## src/hw/rtl/hpackd_pkg.sv

```systemverilog
// Shared types, code-length groups and symbol table for the HPACK Huffman decoder.
package hpackd_pkg;

   localparam int MAX_CODE_BITS = 30;
   localparam int ACC_BITS      = 37;
   localparam int NUM_GROUPS    = 21;

   typedef struct packed {
      logic [7:0] coded_byte;
      logic       string_end;
   } req_item_type;

   typedef struct packed {
      logic [7:0] symbol;
      logic       last_of_run;
      logic       string_done;
   } rsp_item_type;

   typedef struct packed {
      logic [4:0]  len;
      logic [29:0] first;
      logic [5:0]  count;
      logic [8:0]  base;
   } group_type;

   typedef enum logic {
      ST_LOAD,
      ST_DECODE
   } dec_state_type;

   localparam logic [8:0] EOS_INDEX = 9'd256;

   // Canonical code groups: length, first code, code count, first symbol index.
   function automatic group_type group_info(input logic [4:0] g);
      group_type r;
      case (g)
         5'd0:  r = '{5'd5,  30'h0,        6'd10, 9'd0};
         5'd1:  r = '{5'd6,  30'h14,       6'd26, 9'd10};
         5'd2:  r = '{5'd7,  30'h5c,       6'd32, 9'd36};
         5'd3:  r = '{5'd8,  30'hf8,       6'd6,  9'd68};
         5'd4:  r = '{5'd10, 30'h3f8,      6'd5,  9'd74};
         5'd5:  r = '{5'd11, 30'h7fa,      6'd3,  9'd79};
         5'd6:  r = '{5'd12, 30'hffa,      6'd2,  9'd82};
         5'd7:  r = '{5'd13, 30'h1ff8,     6'd6,  9'd84};
         5'd8:  r = '{5'd14, 30'h3ffc,     6'd2,  9'd90};
         5'd9:  r = '{5'd15, 30'h7ffc,     6'd3,  9'd92};
         5'd10: r = '{5'd19, 30'h7fff0,    6'd3,  9'd95};
         5'd11: r = '{5'd20, 30'hfffe6,    6'd8,  9'd98};
         5'd12: r = '{5'd21, 30'h1fffdc,   6'd13, 9'd106};
         5'd13: r = '{5'd22, 30'h3fffd2,   6'd26, 9'd119};
         5'd14: r = '{5'd23, 30'h7fffd8,   6'd29, 9'd145};
         5'd15: r = '{5'd24, 30'hffffea,   6'd12, 9'd174};
         5'd16: r = '{5'd25, 30'h1ffffec,  6'd4,  9'd186};
         5'd17: r = '{5'd26, 30'h3ffffe0,  6'd15, 9'd190};
         5'd18: r = '{5'd27, 30'h7ffffde,  6'd19, 9'd205};
         5'd19: r = '{5'd28, 30'hfffffe2,  6'd29, 9'd224};
         5'd20: r = '{5'd30, 30'h3ffffffc, 6'd4,  9'd253};
         default: r = '{5'd30, 30'h3ffffffc, 6'd4, 9'd253};
      endcase
      return r;
   endfunction

   // Upper bound (exclusive) of a group in the left-aligned 30-bit window.
   function automatic logic [30:0] group_end(input logic [4:0] g);
      group_type  r;
      logic [30:0] top;
      r   = group_info(g);
      top = {1'b0, r.first} + 31'(r.count);
      return top << (5'(MAX_CODE_BITS) - r.len);
   endfunction

   // Symbols in code order.
   localparam logic [7:0] SYM_TABLE [0:255] = '{
      8'd48, 8'd49, 8'd50, 8'd97, 8'd99, 8'd101, 8'd105, 8'd111, 8'd115, 8'd116,
      8'd32, 8'd37, 8'd45, 8'd46, 8'd47, 8'd51, 8'd52, 8'd53, 8'd54, 8'd55,
      8'd56, 8'd57, 8'd61, 8'd65, 8'd95, 8'd98, 8'd100, 8'd102, 8'd103, 8'd104,
      8'd108, 8'd109, 8'd110, 8'd112, 8'd114, 8'd117,
      8'd58, 8'd66, 8'd67, 8'd68, 8'd69, 8'd70, 8'd71, 8'd72, 8'd73, 8'd74,
      8'd75, 8'd76, 8'd77, 8'd78, 8'd79, 8'd80, 8'd81, 8'd82, 8'd83, 8'd84,
      8'd85, 8'd86, 8'd87, 8'd89, 8'd106, 8'd107, 8'd113, 8'd118, 8'd119, 8'd120,
      8'd121, 8'd122,
      8'd38, 8'd42, 8'd44, 8'd59, 8'd88, 8'd90,
      8'd33, 8'd34, 8'd40, 8'd41, 8'd63,
      8'd39, 8'd43, 8'd124,
      8'd35, 8'd62,
      8'd0, 8'd36, 8'd64, 8'd91, 8'd93, 8'd126,
      8'd94, 8'd125,
      8'd60, 8'd96, 8'd123,
      8'd92, 8'd195, 8'd208,
      8'd128, 8'd130, 8'd131, 8'd162, 8'd184, 8'd194, 8'd224, 8'd226,
      8'd153, 8'd161, 8'd167, 8'd172, 8'd176, 8'd177, 8'd179, 8'd209, 8'd216,
      8'd217, 8'd227, 8'd229, 8'd230,
      8'd129, 8'd132, 8'd133, 8'd134, 8'd136, 8'd146, 8'd154, 8'd156, 8'd160,
      8'd163, 8'd164, 8'd169, 8'd170, 8'd173, 8'd178, 8'd181, 8'd185, 8'd186,
      8'd187, 8'd189, 8'd190, 8'd196, 8'd198, 8'd228, 8'd232, 8'd233,
      8'd1, 8'd135, 8'd137, 8'd138, 8'd139, 8'd140, 8'd141, 8'd143, 8'd147,
      8'd149, 8'd150, 8'd151, 8'd152, 8'd155, 8'd157, 8'd158, 8'd165, 8'd166,
      8'd168, 8'd174, 8'd175, 8'd180, 8'd182, 8'd183, 8'd188, 8'd191, 8'd197,
      8'd231, 8'd239,
      8'd9, 8'd142, 8'd144, 8'd145, 8'd148, 8'd159, 8'd171, 8'd206, 8'd215,
      8'd225, 8'd236, 8'd237,
      8'd199, 8'd207, 8'd234, 8'd235,
      8'd192, 8'd193, 8'd200, 8'd201, 8'd202, 8'd205, 8'd210, 8'd213, 8'd218,
      8'd219, 8'd238, 8'd240, 8'd242, 8'd243, 8'd255,
      8'd203, 8'd204, 8'd211, 8'd212, 8'd214, 8'd221, 8'd222, 8'd223, 8'd241,
      8'd244, 8'd245, 8'd246, 8'd247, 8'd248, 8'd250, 8'd251, 8'd252, 8'd253,
      8'd254,
      8'd2, 8'd3, 8'd4, 8'd5, 8'd6, 8'd7, 8'd8, 8'd11, 8'd12, 8'd14, 8'd15,
      8'd16, 8'd17, 8'd18, 8'd19, 8'd20, 8'd21, 8'd23, 8'd24, 8'd25, 8'd26,
      8'd27, 8'd28, 8'd29, 8'd30, 8'd31,
      8'd127, 8'd220, 8'd249,
      8'd10, 8'd13, 8'd22
   };

endpackage

```

## src/hw/rtl/hpackd_queue.sv

```systemverilog
// Small first-in first-out word queue used on both sides of the decoder.
module hpackd_queue #(
   parameter int WIDTH = 8,
   parameter int DEPTH = 2
) (
   input  logic             clock,
   input  logic             reset,
   input  logic             push,
   input  logic [WIDTH-1:0] push_data,
   input  logic             pop,
   output logic [WIDTH-1:0] pop_data,
   output logic             full,
   output logic             not_empty
);

   localparam int PTR_W = (DEPTH > 1) ? $clog2(DEPTH) : 1;
   localparam int CNT_W = $clog2(DEPTH + 1);

   logic [WIDTH-1:0] mem_ff [DEPTH];
   logic [PTR_W-1:0] wr_ff, wr_in, rd_ff, rd_in;
   logic [CNT_W-1:0] cnt_ff, cnt_in;
   logic             do_push, do_pop;

   assign full      = (cnt_ff == CNT_W'(DEPTH));
   assign not_empty = (cnt_ff != '0);
   assign do_push   = push && !full;
   assign do_pop    = pop && not_empty;
   assign pop_data  = mem_ff[rd_ff];

   always_comb begin
      wr_in  = wr_ff;
      rd_in  = rd_ff;
      cnt_in = cnt_ff;
      if (do_push) begin
         wr_in = (wr_ff == PTR_W'(DEPTH - 1)) ? '0 : wr_ff + 1'b1;
      end
      if (do_pop) begin
         rd_in = (rd_ff == PTR_W'(DEPTH - 1)) ? '0 : rd_ff + 1'b1;
      end
      if (do_push && !do_pop) begin
         cnt_in = cnt_ff + 1'b1;
      end else if (do_pop && !do_push) begin
         cnt_in = cnt_ff - 1'b1;
      end
   end

   always_ff @(posedge clock) begin
      if (reset) begin
         wr_ff  <= '0;
         rd_ff  <= '0;
         cnt_ff <= '0;
      end else begin
         wr_ff  <= wr_in;
         rd_ff  <= rd_in;
         cnt_ff <= cnt_in;
      end
   end

   always_ff @(posedge clock) begin
      if (do_push) begin
         mem_ff[wr_ff] <= push_data;
      end
   end

endmodule

```

## src/hw/rtl/hpackd_decode.sv

```systemverilog
// Back part: bit accumulator, one Huffman code per cycle unless stalled, symbol emission.
module hpackd_decode
   import hpackd_pkg::*;
(
   input  logic         clock,
   input  logic         reset,
   input  logic [15:0]  output_limit,
   input  logic         in_valid,
   input  req_item_type in_item,
   output logic         in_pop,
   input  logic         out_full,
   output logic         out_push,
   output rsp_item_type out_item
);

   dec_state_type st_ff, st_in;
   logic [ACC_BITS-1:0] acc_ff, acc_in;
   logic [5:0]          held_ff, held_in;
   logic [15:0]         emitted_ff, emitted_in;
   logic [1:0]          n_ff, n_in;
   logic                last_ff, last_in;
   logic                pend_vld_ff, pend_vld_in;
   rsp_item_type        pend_ff, pend_in;

   logic [66:0]         wide;
   logic [29:0]         win;
   logic [4:0]          sel;
   group_type           info;
   logic [29:0]         code;
   logic [8:0]          off;
   logic [8:0]          idx;
   logic                found;
   logic                emit;
   logic [16:0]         emitted_inc;
   logic [ACC_BITS-1:0] acc_post;
   logic [5:0]          held_post;
   logic [15:0]         emitted_post;
   logic [5:0]          held_load;

   // Head code of the pending bits, left-aligned into a 30-bit window.
   always_comb begin
      wide = {acc_ff, 30'b0} >> held_ff;
      win  = wide[29:0];
      sel  = 5'(NUM_GROUPS - 1);
      for (int g = NUM_GROUPS - 1; g >= 0; g--) begin
         if ({1'b0, win} < group_end(5'(g))) begin
            sel = 5'(g);
         end
      end
      info  = group_info(sel);
      code  = win >> (5'(MAX_CODE_BITS) - info.len);
      off   = 9'(code - info.first);
      idx   = info.base + off;
      found = (held_ff >= {1'b0, info.len});
   end

   assign emitted_inc = {1'b0, emitted_ff} + 17'd1;
   assign emit = (idx != EOS_INDEX) && (emitted_ff < output_limit) && (n_ff != 2'd2);

   always_comb begin
      st_in       = st_ff;
      acc_in      = acc_ff;
      held_in     = held_ff;
      emitted_in  = emitted_ff;
      n_in        = n_ff;
      last_in     = last_ff;
      pend_vld_in = pend_vld_ff;
      pend_in     = pend_ff;
      in_pop      = 1'b0;
      out_push    = 1'b0;
      out_item    = pend_ff;
      acc_post    = acc_ff;
      held_post   = held_ff;
      emitted_post = emitted_ff;
      held_load   = 6'd0;
      case (st_ff)
         ST_LOAD: begin
            if (in_valid) begin
               in_pop    = 1'b1;
               acc_in    = {acc_ff[ACC_BITS-9:0], in_item.coded_byte};
               held_load = held_ff + 6'd8;
               held_in   = (held_load > 6'(ACC_BITS)) ? 6'(ACC_BITS) : held_load;
               last_in   = in_item.string_end;
               n_in      = 2'd0;
               st_in     = ST_DECODE;
            end
         end
         ST_DECODE: begin
            if (found) begin
               // Consume one code; hold if a waiting symbol cannot leave yet.
               if (!(emit && pend_vld_ff && out_full)) begin
                  held_in = held_ff - {1'b0, info.len};
                  acc_in  = acc_ff & ((ACC_BITS'(1) << held_in) - ACC_BITS'(1));
                  if (emit) begin
                     out_push    = pend_vld_ff;
                     out_item    = pend_ff;
                     out_item.last_of_run = 1'b0;
                     pend_vld_in = 1'b1;
                     pend_in.symbol      = SYM_TABLE[idx[7:0]];
                     pend_in.last_of_run = 1'b1;
                     pend_in.string_done = (emitted_inc >= {1'b0, output_limit});
                     emitted_in  = emitted_inc[15:0];
                     n_in        = n_ff + 2'd1;
                  end
               end
            end else if (!(pend_vld_ff && out_full)) begin
               // End of this word: release the waiting symbol as last of run.
               out_push    = pend_vld_ff;
               out_item    = pend_ff;
               out_item.last_of_run = 1'b1;
               out_item.string_done = pend_ff.string_done | last_ff;
               pend_vld_in = 1'b0;
               if (last_ff) begin
                  acc_post     = '0;
                  held_post    = 6'd0;
                  emitted_post = 16'd0;
               end
               acc_in     = acc_post;
               held_in    = held_post;
               emitted_in = emitted_post;
               st_in      = ST_LOAD;
               // Start the next word right away when one is queued.
               if (in_valid) begin
                  in_pop    = 1'b1;
                  acc_in    = {acc_post[ACC_BITS-9:0], in_item.coded_byte};
                  held_load = held_post + 6'd8;
                  held_in   = (held_load > 6'(ACC_BITS)) ? 6'(ACC_BITS) : held_load;
                  last_in   = in_item.string_end;
                  n_in      = 2'd0;
                  st_in     = ST_DECODE;
               end
            end
         end
         default: begin
            st_in = ST_LOAD;
         end
      endcase
   end

   always_ff @(posedge clock) begin
      if (reset) begin
         st_ff       <= ST_LOAD;
         acc_ff      <= '0;
         held_ff     <= '0;
         emitted_ff  <= '0;
         n_ff        <= '0;
         last_ff     <= 1'b0;
         pend_vld_ff <= 1'b0;
      end else begin
         st_ff       <= st_in;
         acc_ff      <= acc_in;
         held_ff     <= held_in;
         emitted_ff  <= emitted_in;
         n_ff        <= n_in;
         last_ff     <= last_in;
         pend_vld_ff <= pend_vld_in;
      end
   end

   always_ff @(posedge clock) begin
      pend_ff <= pend_in;
   end

endmodule

```

## src/hw/rtl/hpack_huffman_decoder.sv

```systemverilog
// Top level of the HPACK static Huffman decoder.
//
//   channel | direction | tdata            | tlast        | tuser
//   req_    | in        | [7:0] coded_byte | string_end   | -
//   rsp_    | out       | [7:0] symbol     | last_of_run  | string_done
//   csr_    | in        | [15:0] output_limit (write only, always ready)
//
// A coded word is loaded into the accumulator, then its completed codes are decoded
// one per cycle while the result side does not stall, then a closing step releases
// the waiting symbol and overlaps the load of the next word.
// Reset clears the bit accumulator, the counters and both queues; the limit
// returns to 65535. A stalled result side fills the result queue, then holds
// the decoder, then the input queue; input words keep entering until it fills.
module hpack_huffman_decoder
   import hpackd_pkg::*;
#(
   parameter int IN_DEPTH  = 2,
   parameter int OUT_DEPTH = 2
) (
   input  logic        clock,
   input  logic        reset,
   input  logic        req_tvalid,
   output logic        req_tready,
   input  logic [7:0]  req_tdata,   // [7:0] coded_byte
   input  logic        req_tlast,
   output logic        rsp_tvalid,
   input  logic        rsp_tready,
   output logic [7:0]  rsp_tdata,   // [7:0] symbol
   output logic        rsp_tlast,
   output logic [0:0]  rsp_tuser,   // [0] string_done
   input  logic        csr_valid,
   output logic        csr_ready,
   input  logic [15:0] csr_data
);

   logic [15:0]  limit_ff;
   req_item_type req_item, dec_item;
   rsp_item_type dec_out, rsp_item;
   logic         in_full, in_nempty, in_pop;
   logic         out_full, out_push;

   // Limit register: the user must write it only while idle; the block does not enforce this.
   assign csr_ready = 1'b1;
   always_ff @(posedge clock) begin
      if (reset) begin
         limit_ff <= 16'hFFFF;
      end else if (csr_valid) begin
         limit_ff <= csr_data;
      end
   end

   // Front: queue incoming words.
   assign req_item.coded_byte = req_tdata;
   assign req_item.string_end = req_tlast;
   assign req_tready = !in_full;

   hpackd_queue #(
      .WIDTH ($bits(req_item_type)),
      .DEPTH (IN_DEPTH)
   ) u_in_queue (
      .clock     (clock),
      .reset     (reset),
      .push      (req_tvalid),
      .push_data (req_item),
      .pop       (in_pop),
      .pop_data  (dec_item),
      .full      (in_full),
      .not_empty (in_nempty)
   );

   // Back: decode codes from the accumulator.
   hpackd_decode u_decode (
      .clock        (clock),
      .reset        (reset),
      .output_limit (limit_ff),
      .in_valid     (in_nempty),
      .in_item      (dec_item),
      .in_pop       (in_pop),
      .out_full     (out_full),
      .out_push     (out_push),
      .out_item     (dec_out)
   );

   // Result queue toward the consumer.
   hpackd_queue #(
      .WIDTH ($bits(rsp_item_type)),
      .DEPTH (OUT_DEPTH)
   ) u_out_queue (
      .clock     (clock),
      .reset     (reset),
      .push      (out_push),
      .push_data (dec_out),
      .pop       (rsp_tready),
      .pop_data  (rsp_item),
      .full      (out_full),
      .not_empty (rsp_tvalid)
   );

   assign rsp_tdata = rsp_item.symbol;
   assign rsp_tlast = rsp_item.last_of_run;
   assign rsp_tuser = rsp_item.string_done;

endmodule

```

## config.mk

```make
export PLATFORM = sky130hd
export DESIGN_NAME = hpack_huffman_decoder
export DESIGN_NICKNAME = d
export VERILOG_FILES = /design/src/hw/rtl/hpackd_pkg.sv /design/src/hw/rtl/hpackd_queue.sv /design/src/hw/rtl/hpackd_decode.sv /design/src/hw/rtl/hpack_huffman_decoder.sv
export SDC_FILE = /design/constraint.sdc
export NUM_CORES = 1
export LEC_CHECK = 0
export BUFFER_PORTS_ARGS = -buffer_cell sky130_fd_sc_hd__buf_2
export CAP_MARGIN = 20
export CORE_MARGIN = 4
export CORE_UTILIZATION = 58
export DETAILED_ROUTE_END_ITERATION = 8
export PLACE_DENSITY = 0.85
export SLEW_MARGIN = 25
export SYNTH_ARGS = -nofsm -noshare
export SYNTH_HDL_FRONTEND = slang
export SYNTH_SLANG_ARGS = --single-unit
```

## constraint.sdc

```tcl
create_clock -name clock -period 17.5 [get_ports clock]
set_clock_uncertainty 0.15 [all_clocks]
set_input_delay 1.75 -clock clock [delete_from_list [all_inputs] [get_ports clock]]
set_output_delay 1.75 -clock clock [all_outputs]
set_load 0.01 [all_outputs]
```

==> flow_summary.ini <==
[clock_network]
htreeDepth = 4
clock-root-buffer = clkbuf_16
numCtsBuffers = 17
clockBufferDepth = 2
post_cts_resize_count = 0
cts.sinks = 137
postCtsHoldBufs = 0
post_cts_buffers = 0
clkLatencyLatePin_ps = 430
clkTransAtPathRegs_ps = 60
cts_tree = done

[timing]
tns_ps = 0
rsz0062_at_grt = no
hold_viol = 0
tightest_slew_ps = 1010
hold_slack_ps = 298
min_period_ps = 13890
maxSlewHeadroom_pct = 32.1
slew_viol_final = 0
post-route-period-util_pct = 79.4
fmax_mhz = 72.0
setup_viol = 0
fin_ws_ps = 3610

[die]
dieArea_um2 = 30800
coreArea_um2 = 27700
die_y_um = 176
pin_count = 43
start_util_pct = 58.7
die_w_um = 176
rows = 61

[run_status]
status = finished with violations
violations = DRC

[global_route]
grt_usage_pct = 35.1
grt_pass1_wl_um = 88200
grt_max_degree = 76
met1_usage_pct = 47.3
grt_overflow = 0
gr-usage-met3_pct = 5.79
antenna_found_initial = 0
busiest_layer = met2
first_global_vias = 15900
grt_util_met2_pct = 56.7

[setup_path]
crit_slowest_cell = ha_1
cpPeakStageDelay_ps = 840
cp.arrival_ps = 14090
crit_type = reg -> reg
cp-end-kind = register
worst-path-max-fanout = 39
required_ps = 17700
startpoint_type = register

[synthesis]
ys_seq_area_share_pct = 19.7
synth_top_area_share_pct = 11.1
yosys-top-cells-area = dfxtp_1 (11%), edfxtp_1 (8.7%), mux4_2 (6.6%), nand2_1 (6.5%), ha_1 (5.6%)
ys_ff_latch = 137
synth_cells = 2139
yosysMostFrequentCell = nand2_1
yosysTopAreaCell = dfxtp_1
syn_nets = 2250
synth_edf_count = 47
synth.avg_cell_area_um2 = 7.61
async_reset_ff_share_pct = 0
ys.flop_type = dfxtp_1
netlist_area_um2 = 16300
synthDistinctLibCells = 117
synth_common_cells = nand2_1 (282), nor2_1 (182), a21oi_1 (178)
ys_warn_count = 0

[worst_hold_path]
min_path_type = reg -> reg

[detailed_routing]
drc = 1
ant_nets = 0
vias = 17600
routed_via_density = 7.18
wl_per_cell_um = 22.9
drtIter0Drc = 3446
totalWireLength_um = 56300
first_pass_iters = 9

[layout]
multiInputGateArea_um2 = 12000
layout.nets = 2176
regArea_um2 = 3220
n_antenna_cell = 0
drive_gt1_share_pct = 11.7
n_fill_cell = 2353
fin_cells = 2456
syn2layout_area_growth_pct = 5.25

[placement]
dp_cells = 2424
hpwl_um = 40000
portBuffers = 41
gp_congestion = 1.01
pre_cts_ws_ps = 3960

[flow_run]
maxCapViolCount = 0
-- stage by stage --
stage                     util (%)  area [µm²]
final                         61.8       17100
after global routing          61.8       17100
after CTS                     61.8       17100
after detailed placement      59.6       16500
after global placement        59.6       16500
after floorplan                  -       16300
-- layer usage --
metal	up-vias	share of wire (%)	routed length [µm]
met3	221	11	6420
met4	0	4.4	2480
met2	1331	46	25900
met5	-	0	0
li1	7834	-	-
met1	8248	38	21500
-- state kept, by name, summed over array words and instances, names as in the netlist, named ones only --
name                  count
u_decode.pend_vld_ff      1
u_in_queue.mem_ff        18
u_decode.last_ff          1
u_decode.n_ff             2
u_in_queue.rd_ff          1
u_decode.pend_ff          9
u_in_queue.wr_ff          1
u_out_queue.cnt_ff        2
u_out_queue.wr_ff         1
u_decode.held_ff          6
u_in_queue.cnt_ff         2
u_out_queue.rd_ff         1
u_decode.st_ff            1
limit_ff                 16
u_decode.emitted_ff      16
u_out_queue.mem_ff       20
u_decode.acc_ff          37
-- final timing paths --
path | startpoint | to | slack, ps | cells past startpoint
setup / recovery | u_decode.held_ff[3]$_SDFFE_PP0P_ | u_out_queue.cnt_ff[1]$_SDFFE_PP0P_ | 3610 | 44
hold reg to reg | u_decode.pend_ff[5]$_DFFE_PP_ | u_out_queue.mem_ff[0][5]$_DFFE_PP_ | 300 | 0
setup reg to reg | u_decode.held_ff[3]$_SDFFE_PP0P_ | u_out_queue.cnt_ff[1]$_SDFFE_PP0P_ | 3610 | 44
hold / removal | u_decode.pend_ff[5]$_DFFE_PP_ | u_out_queue.mem_ff[0][5]$_DFFE_PP_ | 300 | 0
-- placed cells by master, fill, tap and decap left out, types with 14 or more instances in the layout --
master     count
a21o_1        22
inv_1         80
a21oi_1      178
ha_1          73
clkbuf_16     17
buf_4         37
edfxtp_1      47
nand3_1       71
mux2i_1       74
o21ai_0      140
o221ai_1      15
nor3_1        46
dfxtp_1       88
a31oi_1       36
buf_2         41
o211ai_1      50
o31ai_1       14
o22ai_1       39
and3_1        18
nand2b_1      36
o21a_1        18
nor2b_1       21
a22oi_1       31
mux2_2        32
nand2_1      282
xnor2_1       24
a211oi_1      35
mux4_2        48
nor2_1       181
and2_1        18
-- final cells by class --
cell class	instances	share of cell area, %
Sequential cell	137	18.8
Clock buffer	18	2.51
Timing Repair Buffer	78	2.82
Inverter	85	1.86
Multi-Input combinational cell	1746	70.2
Clock inverter	14	1.02
Tap cell	378	2.76
-- worst max-delay path, delay by kind of cell, from the launching register on --
family | cells | cell delay (ps)
buf+inv | 7 | 1960
compound gates | 13 | 3380
flops | 1 | 600
simple gates | 15 | 3760
fa+ha+maj | 5 | 2480
xor+xnor | 1 | 140
mux | 3 | 1260
-- kinds of logic (layout without fill, tap and decap cells) --
family,Yosys count,in the layout,share of synthesized area (%)
mux,157,157,13.6
fa+ha+maj,81,81,6.60
compound gates,713,713,29.3
xor+xnor,41,41,2.25
other cells,1,1,0.0230
simple gates,753,753,21.6
flops,137,137,19.7
buf+inv,256,195,6.80
Power is left out: the tool's default activity adds up to more than one toggle a clock period on the data nets, which glitch-free logic cannot reach.
